==> src/rtl/ddmc_pkg.sv <==
// Shared codes, field widths and result type of the differential drive motion controller.
package ddmc_pkg;

	localparam int MODE_W   = 2;
	localparam int EVENT_W  = 2;
	localparam int PHASE_W  = 2;
	localparam int CFG_IDX_W  = 2;
	localparam int CFG_DATA_W = 10;

	// input modes
	localparam logic [MODE_W-1:0] MODE_DRIVE  = 2'd0;
	localparam logic [MODE_W-1:0] MODE_ROTATE = 2'd1;
	localparam logic [MODE_W-1:0] MODE_TICK   = 2'd2;

	// result events
	localparam logic [EVENT_W-1:0] EV_SPEED    = 2'd0;
	localparam logic [EVENT_W-1:0] EV_AT_GOAL  = 2'd1;
	localparam logic [EVENT_W-1:0] EV_OBSTACLE = 2'd2;

	// motion phase
	localparam logic [PHASE_W-1:0] PH_IDLE   = 2'd0;
	localparam logic [PHASE_W-1:0] PH_DRIVE  = 2'd1;
	localparam logic [PHASE_W-1:0] PH_ROTATE = 2'd2;

	// register indexes
	localparam logic [CFG_IDX_W-1:0] REG_CRUISE   = 2'd0;
	localparam logic [CFG_IDX_W-1:0] REG_TURN     = 2'd1;
	localparam logic [CFG_IDX_W-1:0] REG_OBSTACLE = 2'd2;
	localparam logic [CFG_IDX_W-1:0] REG_SKEW     = 2'd3;

	localparam logic [5:0] CRUISE_MAX   = 6'd32;
	localparam logic [6:0] SPEED_MAX    = 7'd127;

	typedef struct packed {
		logic signed [7:0]   left;
		logic signed [7:0]   right;
		logic [EVENT_W-1:0]  ev;
	} res_t;

endpackage

==> src/rtl/differential_drive_motion_controller.sv <==
// Top level of the differential drive motion controller: input stage, result sequencer, state.
//
// Each transaction on the input channel is registered, then its results are formed one per
// cycle into the output register while the output is not stalled. A new transaction is taken
// every cycle while each has one result or none and the output is not stalled. A drive command
// emits 2*min(cruise_speed,32) ramp results and stalls the input channel until its last one is
// loaded; a tick that meets an obstacle emits two and stalls it likewise. Output stalls lengthen
// these stalls; the result counter in the input stage ends them. Only the difference of the two
// encoder sums is kept, which is all the speed correction and skew check use. Configuration
// writes are always taken (cfg_ready is high).
module differential_drive_motion_controller (
	input  logic                              clk,
	input  logic                              arst_n,
	input  logic                              cfg_valid,
	output logic                              cfg_ready,
	input  logic [ddmc_pkg::CFG_IDX_W-1:0]    cfg_index,
	input  logic [ddmc_pkg::CFG_DATA_W-1:0]   cfg_data,
	input  logic                              in_valid,
	output logic                              in_stall,
	input  logic [ddmc_pkg::MODE_W-1:0]       mode,
	input  logic signed [15:0]                target,
	input  logic signed [15:0]                left_count_delta,
	input  logic signed [15:0]                right_count_delta,
	input  logic [23:0]                       travelled,
	input  logic signed [10:0]                front_range,
	input  logic signed [31:0]                heading_total,
	output logic                              out_valid,
	input  logic                              out_stall,
	output logic signed [7:0]                 left_speed,
	output logic signed [7:0]                 right_speed,
	output logic [ddmc_pkg::EVENT_W-1:0]      event_res,
	output logic                              last
);
	import ddmc_pkg::*;

	// configuration
	logic [5:0] cruise_q;
	logic [6:0] turn_q;
	logic [9:0] obstacle_q;
	logic [7:0] skew_q;

	// input stage
	logic                valid_s1;
	logic [MODE_W-1:0]   mode_s1;
	logic signed [15:0]  target_s1;
	logic signed [16:0]  cdiff_s1;
	logic [23:0]         trav_s1;
	logic signed [10:0]  front_s1;
	logic signed [31:0]  head_s1;

	// motion state
	logic [PHASE_W-1:0]  phase_q;
	logic [31:0]         diff_q;
	logic signed [15:0]  goal_q;
	logic signed [31:0]  prior_q;
	logic [31:0]         turned_q;
	logic [5:0]          k_q;

	// output register
	logic                out_valid_q;
	res_t                res_q;
	logic                last_q;

	logic        in_acc, out_load, emit, done, is_last;
	logic [6:0]  n_res;
	res_t        res;
	logic [5:0]  cruise_eff;

	logic [31:0]        new_diff, neg_diff;
	logic               skew_bad;
	logic signed [8:0]  d9;
	logic signed [10:0] d3;
	logic signed [9:0]  half_d3;
	logic signed [10:0] sp_raw;
	logic [6:0]         sp;
	logic               goal_met, blocked;

	logic signed [32:0] hdiff;
	logic [31:0]        habs;
	logic [32:0]        tsum;
	logic [31:0]        tsat;
	logic [15:0]        gabs;
	logic               rot_done;
	logic [6:0]         k_inc;

	assign cfg_ready = 1'b1;

	always_ff @(posedge clk or negedge arst_n) begin
		if (!arst_n) begin
			cruise_q   <= 6'd30;
			turn_q     <= 7'd10;
			obstacle_q <= 10'd50;
			skew_q     <= 8'd10;
		end else if (cfg_valid) begin
			unique case (cfg_index)
				REG_CRUISE:   cruise_q   <= cfg_data[5:0];
				REG_TURN:     turn_q     <= cfg_data[6:0];
				REG_OBSTACLE: obstacle_q <= cfg_data[9:0];
				REG_SKEW:     skew_q     <= cfg_data[7:0];
			endcase
		end
	end

	assign cruise_eff = (cruise_q > CRUISE_MAX) ? CRUISE_MAX : cruise_q;

	// drive tick: skew check and corrected left speed
	assign new_diff = diff_q + {{15{cdiff_s1[16]}}, cdiff_s1};
	assign neg_diff = 32'd0 - new_diff;
	assign skew_bad = new_diff[31] ? (neg_diff > {24'd0, skew_q})
	                               : (new_diff > {24'd0, skew_q});
	// only used when the difference is within the limit, so nine bits hold it
	assign d9      = new_diff[8:0];
	assign d3      = {d9[8], d9, 1'b0} + {{2{d9[8]}}, d9};
	// truncate towards zero
	assign half_d3 = 10'((d3 + {10'd0, d3[10]}) >>> 1);
	assign sp_raw  = $signed({5'd0, cruise_eff}) - {half_d3[9], half_d3};
	assign sp      = sp_raw[10] ? 7'd0 :
	                 (sp_raw > $signed({4'd0, SPEED_MAX})) ? SPEED_MAX : sp_raw[6:0];
	assign goal_met = goal_q[15] || (trav_s1 >= {9'd0, goal_q[14:0]});
	assign blocked  = !front_s1[10] && (front_s1[9:0] < obstacle_q);

	// rotate tick: saturating sum of absolute heading changes
	assign hdiff    = {head_s1[31], head_s1} - {prior_q[31], prior_q};
	assign habs     = hdiff[32] ? 32'(33'd0 - hdiff) : hdiff[31:0];
	assign tsum     = {1'b0, turned_q} + {1'b0, habs};
	assign tsat     = tsum[32] ? 32'hFFFF_FFFF : tsum[31:0];
	assign gabs     = goal_q[15] ? 16'(17'd0 - {goal_q[15], goal_q}) : goal_q;
	assign rot_done = tsat >= {12'd0, gabs, 4'd0};

	assign k_inc = {1'b0, k_q} + 7'd1;

	always_comb begin
		n_res = 7'd0;
		res   = '{left: 8'sd0, right: 8'sd0, ev: EV_AT_GOAL};
		unique case (mode_s1)
			MODE_DRIVE: begin
				n_res = {cruise_eff, 1'b0};
				res   = '{left: $signed({3'd0, k_q[5:1]} + 8'd1),
				          right: $signed({2'd0, k_inc[6:1]}), ev: EV_SPEED};
			end
			MODE_ROTATE: begin
				n_res = 7'd1;
				if (target_s1 == 16'sd0) begin
					res = '{left: 8'sd0, right: 8'sd0, ev: EV_AT_GOAL};
				end else if (!target_s1[15]) begin
					res = '{left: $signed({1'b0, turn_q}),
					        right: $signed(8'd0 - {1'b0, turn_q}), ev: EV_SPEED};
				end else begin
					res = '{left: $signed(8'd0 - {1'b0, turn_q}),
					        right: $signed({1'b0, turn_q}), ev: EV_SPEED};
				end
			end
			MODE_TICK: begin
				if (phase_q == PH_DRIVE) begin
					if (skew_bad) begin
						n_res = 7'd0;
					end else if (goal_met) begin
						n_res = 7'd1;
					end else begin
						n_res = blocked ? 7'd2 : 7'd1;
						if (k_q == 6'd0) begin
							res = '{left: $signed({1'b0, sp}),
							        right: $signed({2'd0, cruise_eff}), ev: EV_SPEED};
						end else begin
							res = '{left: 8'sd0, right: 8'sd0, ev: EV_OBSTACLE};
						end
					end
				end else if (phase_q == PH_ROTATE) begin
					n_res = rot_done ? 7'd1 : 7'd0;
				end
			end
			default: n_res = 7'd0;
		endcase
	end

	assign is_last  = (k_inc == n_res);
	assign out_load = !out_valid_q || !out_stall;
	assign emit     = valid_s1 && (n_res != 7'd0) && out_load;
	assign done     = valid_s1 && ((n_res == 7'd0) || (out_load && is_last));
	assign in_stall = valid_s1 && !done;
	assign in_acc   = in_valid && !in_stall;

	always_ff @(posedge clk or negedge arst_n) begin
		if (!arst_n) begin
			valid_s1 <= 1'b0;
		end else if (in_acc) begin
			valid_s1 <= 1'b1;
		end else if (done) begin
			valid_s1 <= 1'b0;
		end
	end

	// payload of the input stage; the encoder deltas collapse to their difference here
	always_ff @(posedge clk) begin
		if (in_acc) begin
			mode_s1   <= mode;
			target_s1 <= target;
			cdiff_s1  <= {left_count_delta[15], left_count_delta}
			           - {right_count_delta[15], right_count_delta};
			trav_s1   <= travelled;
			front_s1  <= front_range;
			head_s1   <= heading_total;
		end
	end

	always_ff @(posedge clk or negedge arst_n) begin
		if (!arst_n) begin
			k_q      <= 6'd0;
			phase_q  <= PH_IDLE;
			diff_q   <= 32'd0;
			goal_q   <= 16'sd0;
			prior_q  <= 32'sd0;
			turned_q <= 32'd0;
		end else begin
			if (done) begin
				k_q <= 6'd0;
			end else if (emit) begin
				k_q <= k_inc[5:0];
			end
			// commit the item's state change when it is done, with its final result if it has one
			if (done) begin
				unique case (mode_s1)
					MODE_DRIVE: begin
						diff_q  <= 32'd0;
						goal_q  <= target_s1;
						phase_q <= PH_DRIVE;
					end
					MODE_ROTATE: begin
						goal_q   <= target_s1;
						turned_q <= 32'd0;
						prior_q  <= head_s1;
						phase_q  <= (target_s1 == 16'sd0) ? PH_IDLE : PH_ROTATE;
					end
					MODE_TICK: begin
						if (phase_q == PH_DRIVE) begin
							diff_q <= new_diff;
							if (!skew_bad && (goal_met || blocked)) begin
								phase_q <= PH_IDLE;
							end
						end else if (phase_q == PH_ROTATE) begin
							turned_q <= tsat;
							prior_q  <= head_s1;
							if (rot_done) begin
								phase_q <= PH_IDLE;
							end
						end
					end
					default: ;
				endcase
			end
		end
	end

	always_ff @(posedge clk or negedge arst_n) begin
		if (!arst_n) begin
			out_valid_q <= 1'b0;
		end else if (out_load) begin
			out_valid_q <= emit;
		end
	end

	always_ff @(posedge clk) begin
		if (emit) begin
			res_q  <= res;
			last_q <= is_last;
		end
	end

	assign out_valid   = out_valid_q;
	assign left_speed  = res_q.left;
	assign right_speed = res_q.right;
	assign event_res   = res_q.ev;
	assign last        = last_q;

endmodule

==> config.mk <==
export PLATFORM = sky130hd
export DESIGN_NAME = differential_drive_motion_controller
export DESIGN_NICKNAME = d
export VERILOG_FILES = /design/src/rtl/ddmc_pkg.sv /design/src/rtl/differential_drive_motion_controller.sv
export SDC_FILE = /design/constraint.sdc
export NUM_CORES = 1
export LEC_CHECK = 0
export BUFFER_PORTS_ARGS = -buffer_cell sky130_fd_sc_hd__buf_2
export CORE_UTILIZATION = 55
export DETAILED_ROUTE_END_ITERATION = 8
export GPL_TIMING_DRIVEN = 0
export PLACE_DENSITY = 0.7
export SETUP_SLACK_MARGIN = 0.05
export SYNTH_ARGS = -nofsm -noshare
export SYNTH_HDL_FRONTEND = slang
export SYNTH_SLANG_ARGS = --single-unit
==> constraint.sdc <==
create_clock -name clk -period 12.89 [get_ports clk]
set_input_delay 0.6445 -clock clk [delete_from_list [all_inputs] [get_ports clk]]
set_output_delay 0.6445 -clock clk [all_outputs]
set_load 0.01 [all_outputs]
==> results.py, run 1 <==
metrics = {
    "drt": {
        "drt_pre_antenna_iters": 6,
        "viasPerCell": 5.97,
        "drc": 0,
        "num_vias": 17400,
        "wirelength_um": 53500,
        "drt-initial-drc-count": 1175,
        "routedWlPerCell_um": 18.4,
        "ant_nets": 0,
    },
    "setup_path": {
        "rr_endpoint": "head_s1[12]$_DFFE_PP_",
        "timing.rr.start": "head_s1[0]$_DFFE_PP_",
        "crit_required_ps": 12250,
        "crit_path_start_kind": "flip-flop",
        "rr_worst_depth": 44,
        "cp.arrival_ps": 11490,
        "critPathTopFamily": "compound AO/OA/AOI/OAI gates",
        "reg2reg_slack_ps": 870,
        "critPathKind": "flip-flop to output pin",
        "cp-startpoint": "head_s1[0]$_DFFE_PP_",
        "crit_end": "in_stall",
        "cp-end-kind": "output pin",
        "critPathBufInv": 6,
        "crit_top_cell": "o21ai_0",
        "cp_num_cells": 44,
        "worstPathMaxFanout": 10,
        "crit_slowest_cell": "a2111o_1",
        "cp_slowest_stage_delay_ps": 440,
    },
    "logic_synthesis": {
        "synth_ff_type": "dfrtp_1",
        "ys_types": 98,
        "synth_edf_count": 121,
        "syn-num-nets": 2534,
        "synth-seq-cells": 274,
        "synth_warnings": 0,
        "ys_seq_area_share_pct": 35.5,
        "syn_area_per_cell_um2": 9.60,
        "ys_async_sr_fraction_pct": 55.8,
        "syn-cell-area_um2": 21100,
        "syn_inst": 2192,
    },
    "finish": {
        "post-route-util_pct": 62.5,
        "syn_to_final_growth_pct": 11.9,
        "drive_gt1_share_pct": 16.1,
        "layout.nets": 2723,
        "nFillCells": 3244,
        "diodes": 0,
    },
    "placed_design": {
        "post-dp-hpwl_um": 41100,
        "pre_cts_ws_ps": -168,
        "io_buffers": 154,
        "routabilityCongestion": 0.951,
    },
    "timing": {
        "rsz0062_at_grt": "no",
        "finalSetupTns_ps": 0,
        "relSlewSlack_pct": 34.2,
        "skew_ps": 34.1,
        "finalSetupViolCount": 0,
        "setup_ws_ps": 758,
        "hold_viol": 0,
        "slew_violations": 0,
        "tightestPinTransition_ps": 979,
        "max_freq_ghz": 0.0824,
        "fin_crit_sh_pct": 94.1,
        "period_minus_slack_ps": 12130,
    },
    "cts": {
        "root_buffer": "clkbuf_16",
        "cts_made_buffers": 30,
        "ctsLongestPathBuffers": 3,
        "cts_tree": "yes",
        "cts_sinks": 274,
        "worst_skew_pair.late_latency_ps": 610,
        "clkTransAtPathRegs_ps": 60,
        "cts_htree_levels": 1,
        "post_cts_buffers": 0,
    },
    "global_routing": {
        "grt_max_degree": 81,
        "grt_usage_pct": 27.5,
        "grt_pass1_wl_um": 86900,
        "overflow": 0,
        "grt_pass1_vias": 17400,
        "antenna_found_initial": 0,
    },
    "die": {
        "core_um2": 37700,
        "initial_core_util_pct": 55.9,
        "ios": 156,
        "dieArea_um2": 39100,
        "fp.dieW_um": 198,
        "row_count": 71,
        "dieHeight_um": 198,
    },
    "outcome": {
        "status": "complete, no violations",
    },
    "job": {
        "cap_violations": 0,
    },
    "worst_hold_path": {
        "hold_path_class": "input port to async pin",
    },
}
[placed cells by master (no fill, tap or decap), types with 25 or more instances in the layout]
| cell type | instances |
|---|---|
| dfrtp_1 | 142 |
| clkbuf_1 | 52 |
| nand2b_1 | 37 |
| nand4_1 | 33 |
| xnor2_1 | 93 |
| buf_2 | 170 |
| nor2_1 | 137 |
| o21a_1 | 25 |
| nor2b_1 | 30 |
| xor2_1 | 57 |
| clkbuf_16 | 30 |
| nor3_1 | 38 |
| mux2_4 | 27 |
| inv_1 | 164 |
| mux2_2 | 47 |
| a21o_1 | 71 |
| ha_1 | 202 |
| nand2_1 | 142 |
| o21ai_0 | 113 |
| edfxtp_1 | 121 |
| a22o_1 | 49 |
| nand3_1 | 38 |
| a21oi_1 | 131 |
[Yosys cell counts, types with 16 or more instances]
cell / n / area [µm²]
inv_1: 164 / 616
a21o_1: 71 / 533
nand2_1: 142 / 533
nor3_1: 38 / 190
and3_1: 16 / 100
edfxtp_1: 121 / 3630
a31oi_1: 20 / 125
mux2_2: 47 / 529
o211ai_1: 19 / 143
nand4_1: 33 / 206
nand2b_1: 37 / 231
mux2_4: 27 / 405
nor4_1: 22 / 138
xor2_1: 57 / 499
clkbuf_1: 49 / 184
nand3_1: 38 / 190
dfrtp_1: 142 / 3550
nor2_1: 137 / 514
and2_1: 17 / 106
o21a_1: 25 / 188
o21ai_0: 115 / 576
or2_2: 22 / 138
a21oi_1: 133 / 666
buf_2: 17 / 85.1
a22o_1: 49 / 429
xnor2_1: 93 / 815
or3_1: 17 / 106
ha_1: 202 / 2530
nor2b_1: 30 / 188
[layout make-up]
cell class / instances / area (µm²) / area share, %
multi-input cells: 1680 / 12700 / 53.7
repair buffers: 157 / 847 / 3.60
plain buffers: 74 / 352 / 1.49
inverters: 164 / 616 / 2.61
flip-flops and latches: 274 / 7480 / 31.7
well taps: 511 / 639 / 2.71
clock buffers: 39 / 815 / 3.46
clock inverters: 17 / 165 / 0.701
[metrics by stage]
stage,instances,hold slack (ps),cell area (µm²)
6_report,2916,3.17,23600
5_1_grt,2916,38.4,23600
3_3_place_gp,2857,470,22500
3_5_place_dp,2860,477,22500
4_1_cts,2916,18.7,23500
2_1_floorplan,2192,349,21100
[worst min-delay path by stage]
stage	start	endpoint	slack, ps	cells after the start
after global placement	goal_q[14]$_DFFE_PN0P_	goal_q[14]$_DFFE_PN0P_	470	1
after CTS	arst_n	turned_q[10]$_DFFE_PN0P_	20	1
after floorplan	arst_n	cruise_q[0]$_DFFE_PN0P_	350	0
after detailed placement	goal_q[6]$_DFFE_PN0P_	goal_q[6]$_DFFE_PN0P_	480	1
after global routing	arst_n	turned_q[10]$_DFFE_PN0P_	40	1
final	arst_n	prior_q[5]$_DFFE_PN0P_	3	1
[cells by family (layout without fill, tap and decap cells)]
family	count (synthesis)	in the layout	share of synthesized area, %
AND/OR/NAND/NOR	604	604	14.8
adder cells (fa/ha/maj)	208	208	12.6
buffers and inverters	238	451	4.58
XOR/XNOR	151	151	6.32
other	1	1	0.0178
AO/OA/AOI/OAI	625	625	20.9
multiplexers	91	91	5.31
flip-flops	274	274	35.5
[routing by layer]
layer,share of wire (%),global-route usage [%]
met1,43,34.1
met2,49,49.2
met3,4.1,3.18
met5,0,0
met4,3.4,9.45
[state kept, by name, indices dropped and copies added, names as in the netlist, 8 cells and up]
signal and cells:
diff_q 32, head_s1 32, prior_q 32, turned_q 32, trav_s1 24, cdiff_s1 17
goal_q 16, target_s1 16, front_s1 11, obstacle_q 10, left_speed 8, right_speed 8
skew_q 8
[what timing repair did]
action                                  CTS  global route
resized for setup                         3            10
endpoints found under the setup margin   68           197
hold buffers                              0             0
Power of run 1 is not shown: default switching activity piles up to over one toggle a cycle in this logic, so the estimate is an artifact.
==> run 2, diff against run 1 <==
--- a/config.mk
+++ b/config.mk
@@ -5,11 +5,13 @@
 export SDC_FILE = /design/constraint.sdc
 export NUM_CORES = 1
 export LEC_CHECK = 0
+export ABC_AREA = 1
 export BUFFER_PORTS_ARGS = -buffer_cell sky130_fd_sc_hd__buf_2
 export CORE_UTILIZATION = 55
 export DETAILED_ROUTE_END_ITERATION = 8
 export GPL_TIMING_DRIVEN = 0
 export PLACE_DENSITY = 0.7
+export REMOVE_ABC_BUFFERS = 1
 export SETUP_SLACK_MARGIN = 0.05
 export SYNTH_ARGS = -nofsm -noshare
 export SYNTH_HDL_FRONTEND = slang
==> run 2 against run 1 <==
Design area is 6.4% higher. Area after synthesis grew 7.0%. Worst setup slack gained 340 ps. Critical path type unchanged. Clock skew is 8.2 ps lower. Maximum frequency grew 2.9%.
==> results.py, run 2 <==
metrics = {
    "outcome": {
        "status": "complete, no violations",
    },
    "timing": {
        "skew_ps": 25.9,
        "period_minus_slack_ps": 11790,
        "relSlewSlack_pct": 16.7,
        "rsz0062_at_grt": "no",
        "slew_violations": 0,
        "hold_viol": 0,
        "max_freq_ghz": 0.0848,
        "fin_crit_sh_pct": 91.5,
        "tightestPinTransition_ps": 1250,
        "finalSetupViolCount": 0,
    },
    "placed_design": {
        "placed_cells": 3745,
        "io_buffers": 154,
        "routabilityCongestion": 0.926,
        "post-dp-hpwl_um": 46200,
    },
    "finish": {
        "nFillCells": 3720,
        "layout.nets": 3599,
        "syn_to_final_growth_pct": 11.2,
        "diodes": 0,
        "final_cell_mix": "nand2_1, inv_1, nor2_1",
        "mostFrequentLayoutCell": "nand2_1",
        "final-seq-area_um2": 7480,
        "fin_cells": 3806,
        "multiInputGateArea_um2": 12900,
        "drive_gt1_share_pct": 9.27,
    },
    "setup_path": {
        "cp-end-kind": "output pin",
        "critPathTopFamily": "simple AND/OR/NAND/NOR gates",
        "crit_top_cell": "nand2_1",
        "crit_slowest_cell": "nand2_1",
        "timing.rr.start": "head_s1[3]$_DFFE_PP_",
        "rr_endpoint": "target_s1[0]$_DFFE_PP_",
        "cp_slowest_stage_delay_ps": 530,
        "worstPathMaxFanout": 67,
        "reg2reg_slack_ps": 1250,
        "cp.arrival_ps": 11150,
        "crit_path_start_kind": "flip-flop",
        "critPathBufInv": 8,
        "rr_worst_depth": 53,
        "critPathKind": "flip-flop to output pin",
        "crit_required_ps": 12250,
    },
    "logic_synthesis": {
        "synth_top_family_by_area": "simple AND/OR/NAND/NOR gates",
        "synth_ff_type": "dfrtp_1",
        "syn_inst": 3131,
        "synth_simple_gate_area_share_pct": 29.9,
        "synth_warnings": 0,
        "synth_edf_count": 121,
        "ys_async_sr_fraction_pct": 55.8,
        "synth-seq-cells": 274,
        "ys_seq_area_share_pct": 33.2,
        "syn-cell-area_um2": 22500,
        "yosysTopAreaCellShare_pct": 16.1,
        "synthMuxAreaShare_pct": 0.133,
        "synth.most_common_cell": "nand2_1",
        "synth_area_leaders": "edfxtp_1, dfrtp_1, nand2_1",
        "synth_xor_area_share_pct": 5.95,
        "synth_fa_ha_area_share_pct": 11.8,
        "synth_common_cells": "nand2_1, inv_1, nor2_1",
        "syn_area_per_cell_um2": 7.20,
        "synth_compound_area_share_pct": 9.15,
        "yosysTopAreaCell": "edfxtp_1",
        "ys_types": 60,
    },
    "die": {
        "ios": 156,
        "dieArea_um2": 41800,
        "row_count": 73,
        "core_um2": 40100,
        "dieHeight_um": 204,
        "fp.dieW_um": 204,
        "initial_core_util_pct": 56.2,
    },
    "cts": {
        "ctsLongestPathBuffers": 3,
        "cts_made_buffers": 34,
        "clkTransAtPathRegs_ps": 60,
        "cts_htree_levels": 2,
        "root_buffer": "clkbuf_16",
        "cts_sinks": 274,
        "cts_tree": "yes",
        "post_cts_buffers": 0,
        "worst_skew_pair.late_latency_ps": 550,
    },
    "drt": {
        "ant_nets": 0,
        "routedWlPerCell_um": 15.9,
        "drt-initial-drc-count": 1306,
        "route.met3.wl_um": 2850,
        "drt_pre_antenna_iters": 6,
        "wl_met1_um": 26500,
        "routed-wl-met2_um": 29500,
        "num_vias": 20800,
        "viasPerCell": 5.45,
        "wirelength_um": 60500,
        "drc": 0,
        "highest_layer": "met4",
    },
    "global_routing": {
        "grt_pass1_vias": 20300,
        "grt_max_degree": 85,
        "grt_usage_pct": 29.2,
        "overflow": 0,
        "grt_pass1_wl_um": 98500,
        "antenna_found_initial": 0,
    },
    "job": {
        "cap_violations": 0,
    },
    "worst_hold_path": {
        "hold_path_class": "input port to async pin",
    },
}
==> run 2: changes by cell type after synthesis, moves of 38 or more <==
cell	change
nand2_1	+742
inv_1	+323
nand4_1	+117
nand3_1	+98
nor2_1	+89
a21o_1	-66
xor2_1	+62
xnor2_1	-59
a22o_1	-49
mux2_2	-47
a21oi_1	+38
==> run 2: cells by family (layout without fill, tap and decap cells) <==
group | count (synthesis) | after routing
mux | 3 | 3
fa+ha+maj | 208 | 208
buf+inv | 576 | 725
simple gates | 1544 | 1544
flops | 274 | 274
other cells | 1 | 1
xor+xnor | 153 | 153
compound gates | 372 | 373
==> run 2: stage by stage <==
stage	hold WS, ps	instance area [µm²]	TNS (ps)	setup slack (ps)	utilization, %
floorplan	349	22200	-119710	-1170	-
global placement	453	23600	-917670	-6870	58.9
detailed placement	458	23900	0	1130	59.6
CTS	71.5	25100	0	879	62.5
global route	92.2	25100	0	46.6	62.5
finish	56.9	25100	0	1100	62.5
==> run 2: worst register-to-register path: cells and delay by family (launching register included) <==
family | cells | cell delay, ps
AOI/OAI and AO/OA | 14 | 3400
xor gates and xnor gates | 1 | 320
adders and majority gates | 3 | 1080
buffers and inverters | 8 | 1620
DFF | 1 | 410
and+or+nand+nor | 27 | 4470
==> run 2: worst max-delay path by stage <==
stage / start / end / cells after the start
2_1_floorplan: head_s1[3]$_DFFE_PP_ / cdiff_s1[0]$_DFFE_PP_ / 54
3_3_place_gp: head_s1[3]$_DFFE_PP_ / trav_s1[3]$_DFFE_PP_ / 54
3_5_place_dp: head_s1[3]$_DFFE_PP_ / target_s1[0]$_DFFE_PP_ / 53
4_1_cts: head_s1[3]$_DFFE_PP_ / in_stall / 53
5_1_grt: head_s1[3]$_DFFE_PP_ / in_stall / 53
6_report: head_s1[3]$_DFFE_PP_ / in_stall / 53
==> run 2: timing repair <==
item / in CTS / in global routing
resized for setup: 0 / 0
setup endpoints to repair: 0 / 89
hold buffers: 0 / 0
==> run 2: area by class of cell <==
type	instances	area share [%]
Multi-Input combinational cell	2282	51.3
Clock inverter	15	1.00
Tap cell	525	2.62
Sequential cell	274	29.8
Timing Repair Buffer	164	4.03
Clock buffer	45	3.64
Inverter	501	7.50
==> run 2: layer usage <==
metal / GRT usage [%] / vias up
met5: 0 / -
met4: 9.49 / 0
met3: 4.00 / 105
met2: 51.8 / 505
met1: 36.3 / 9662
li1: - / 10500
Power of run 2 is left out for the same reason.
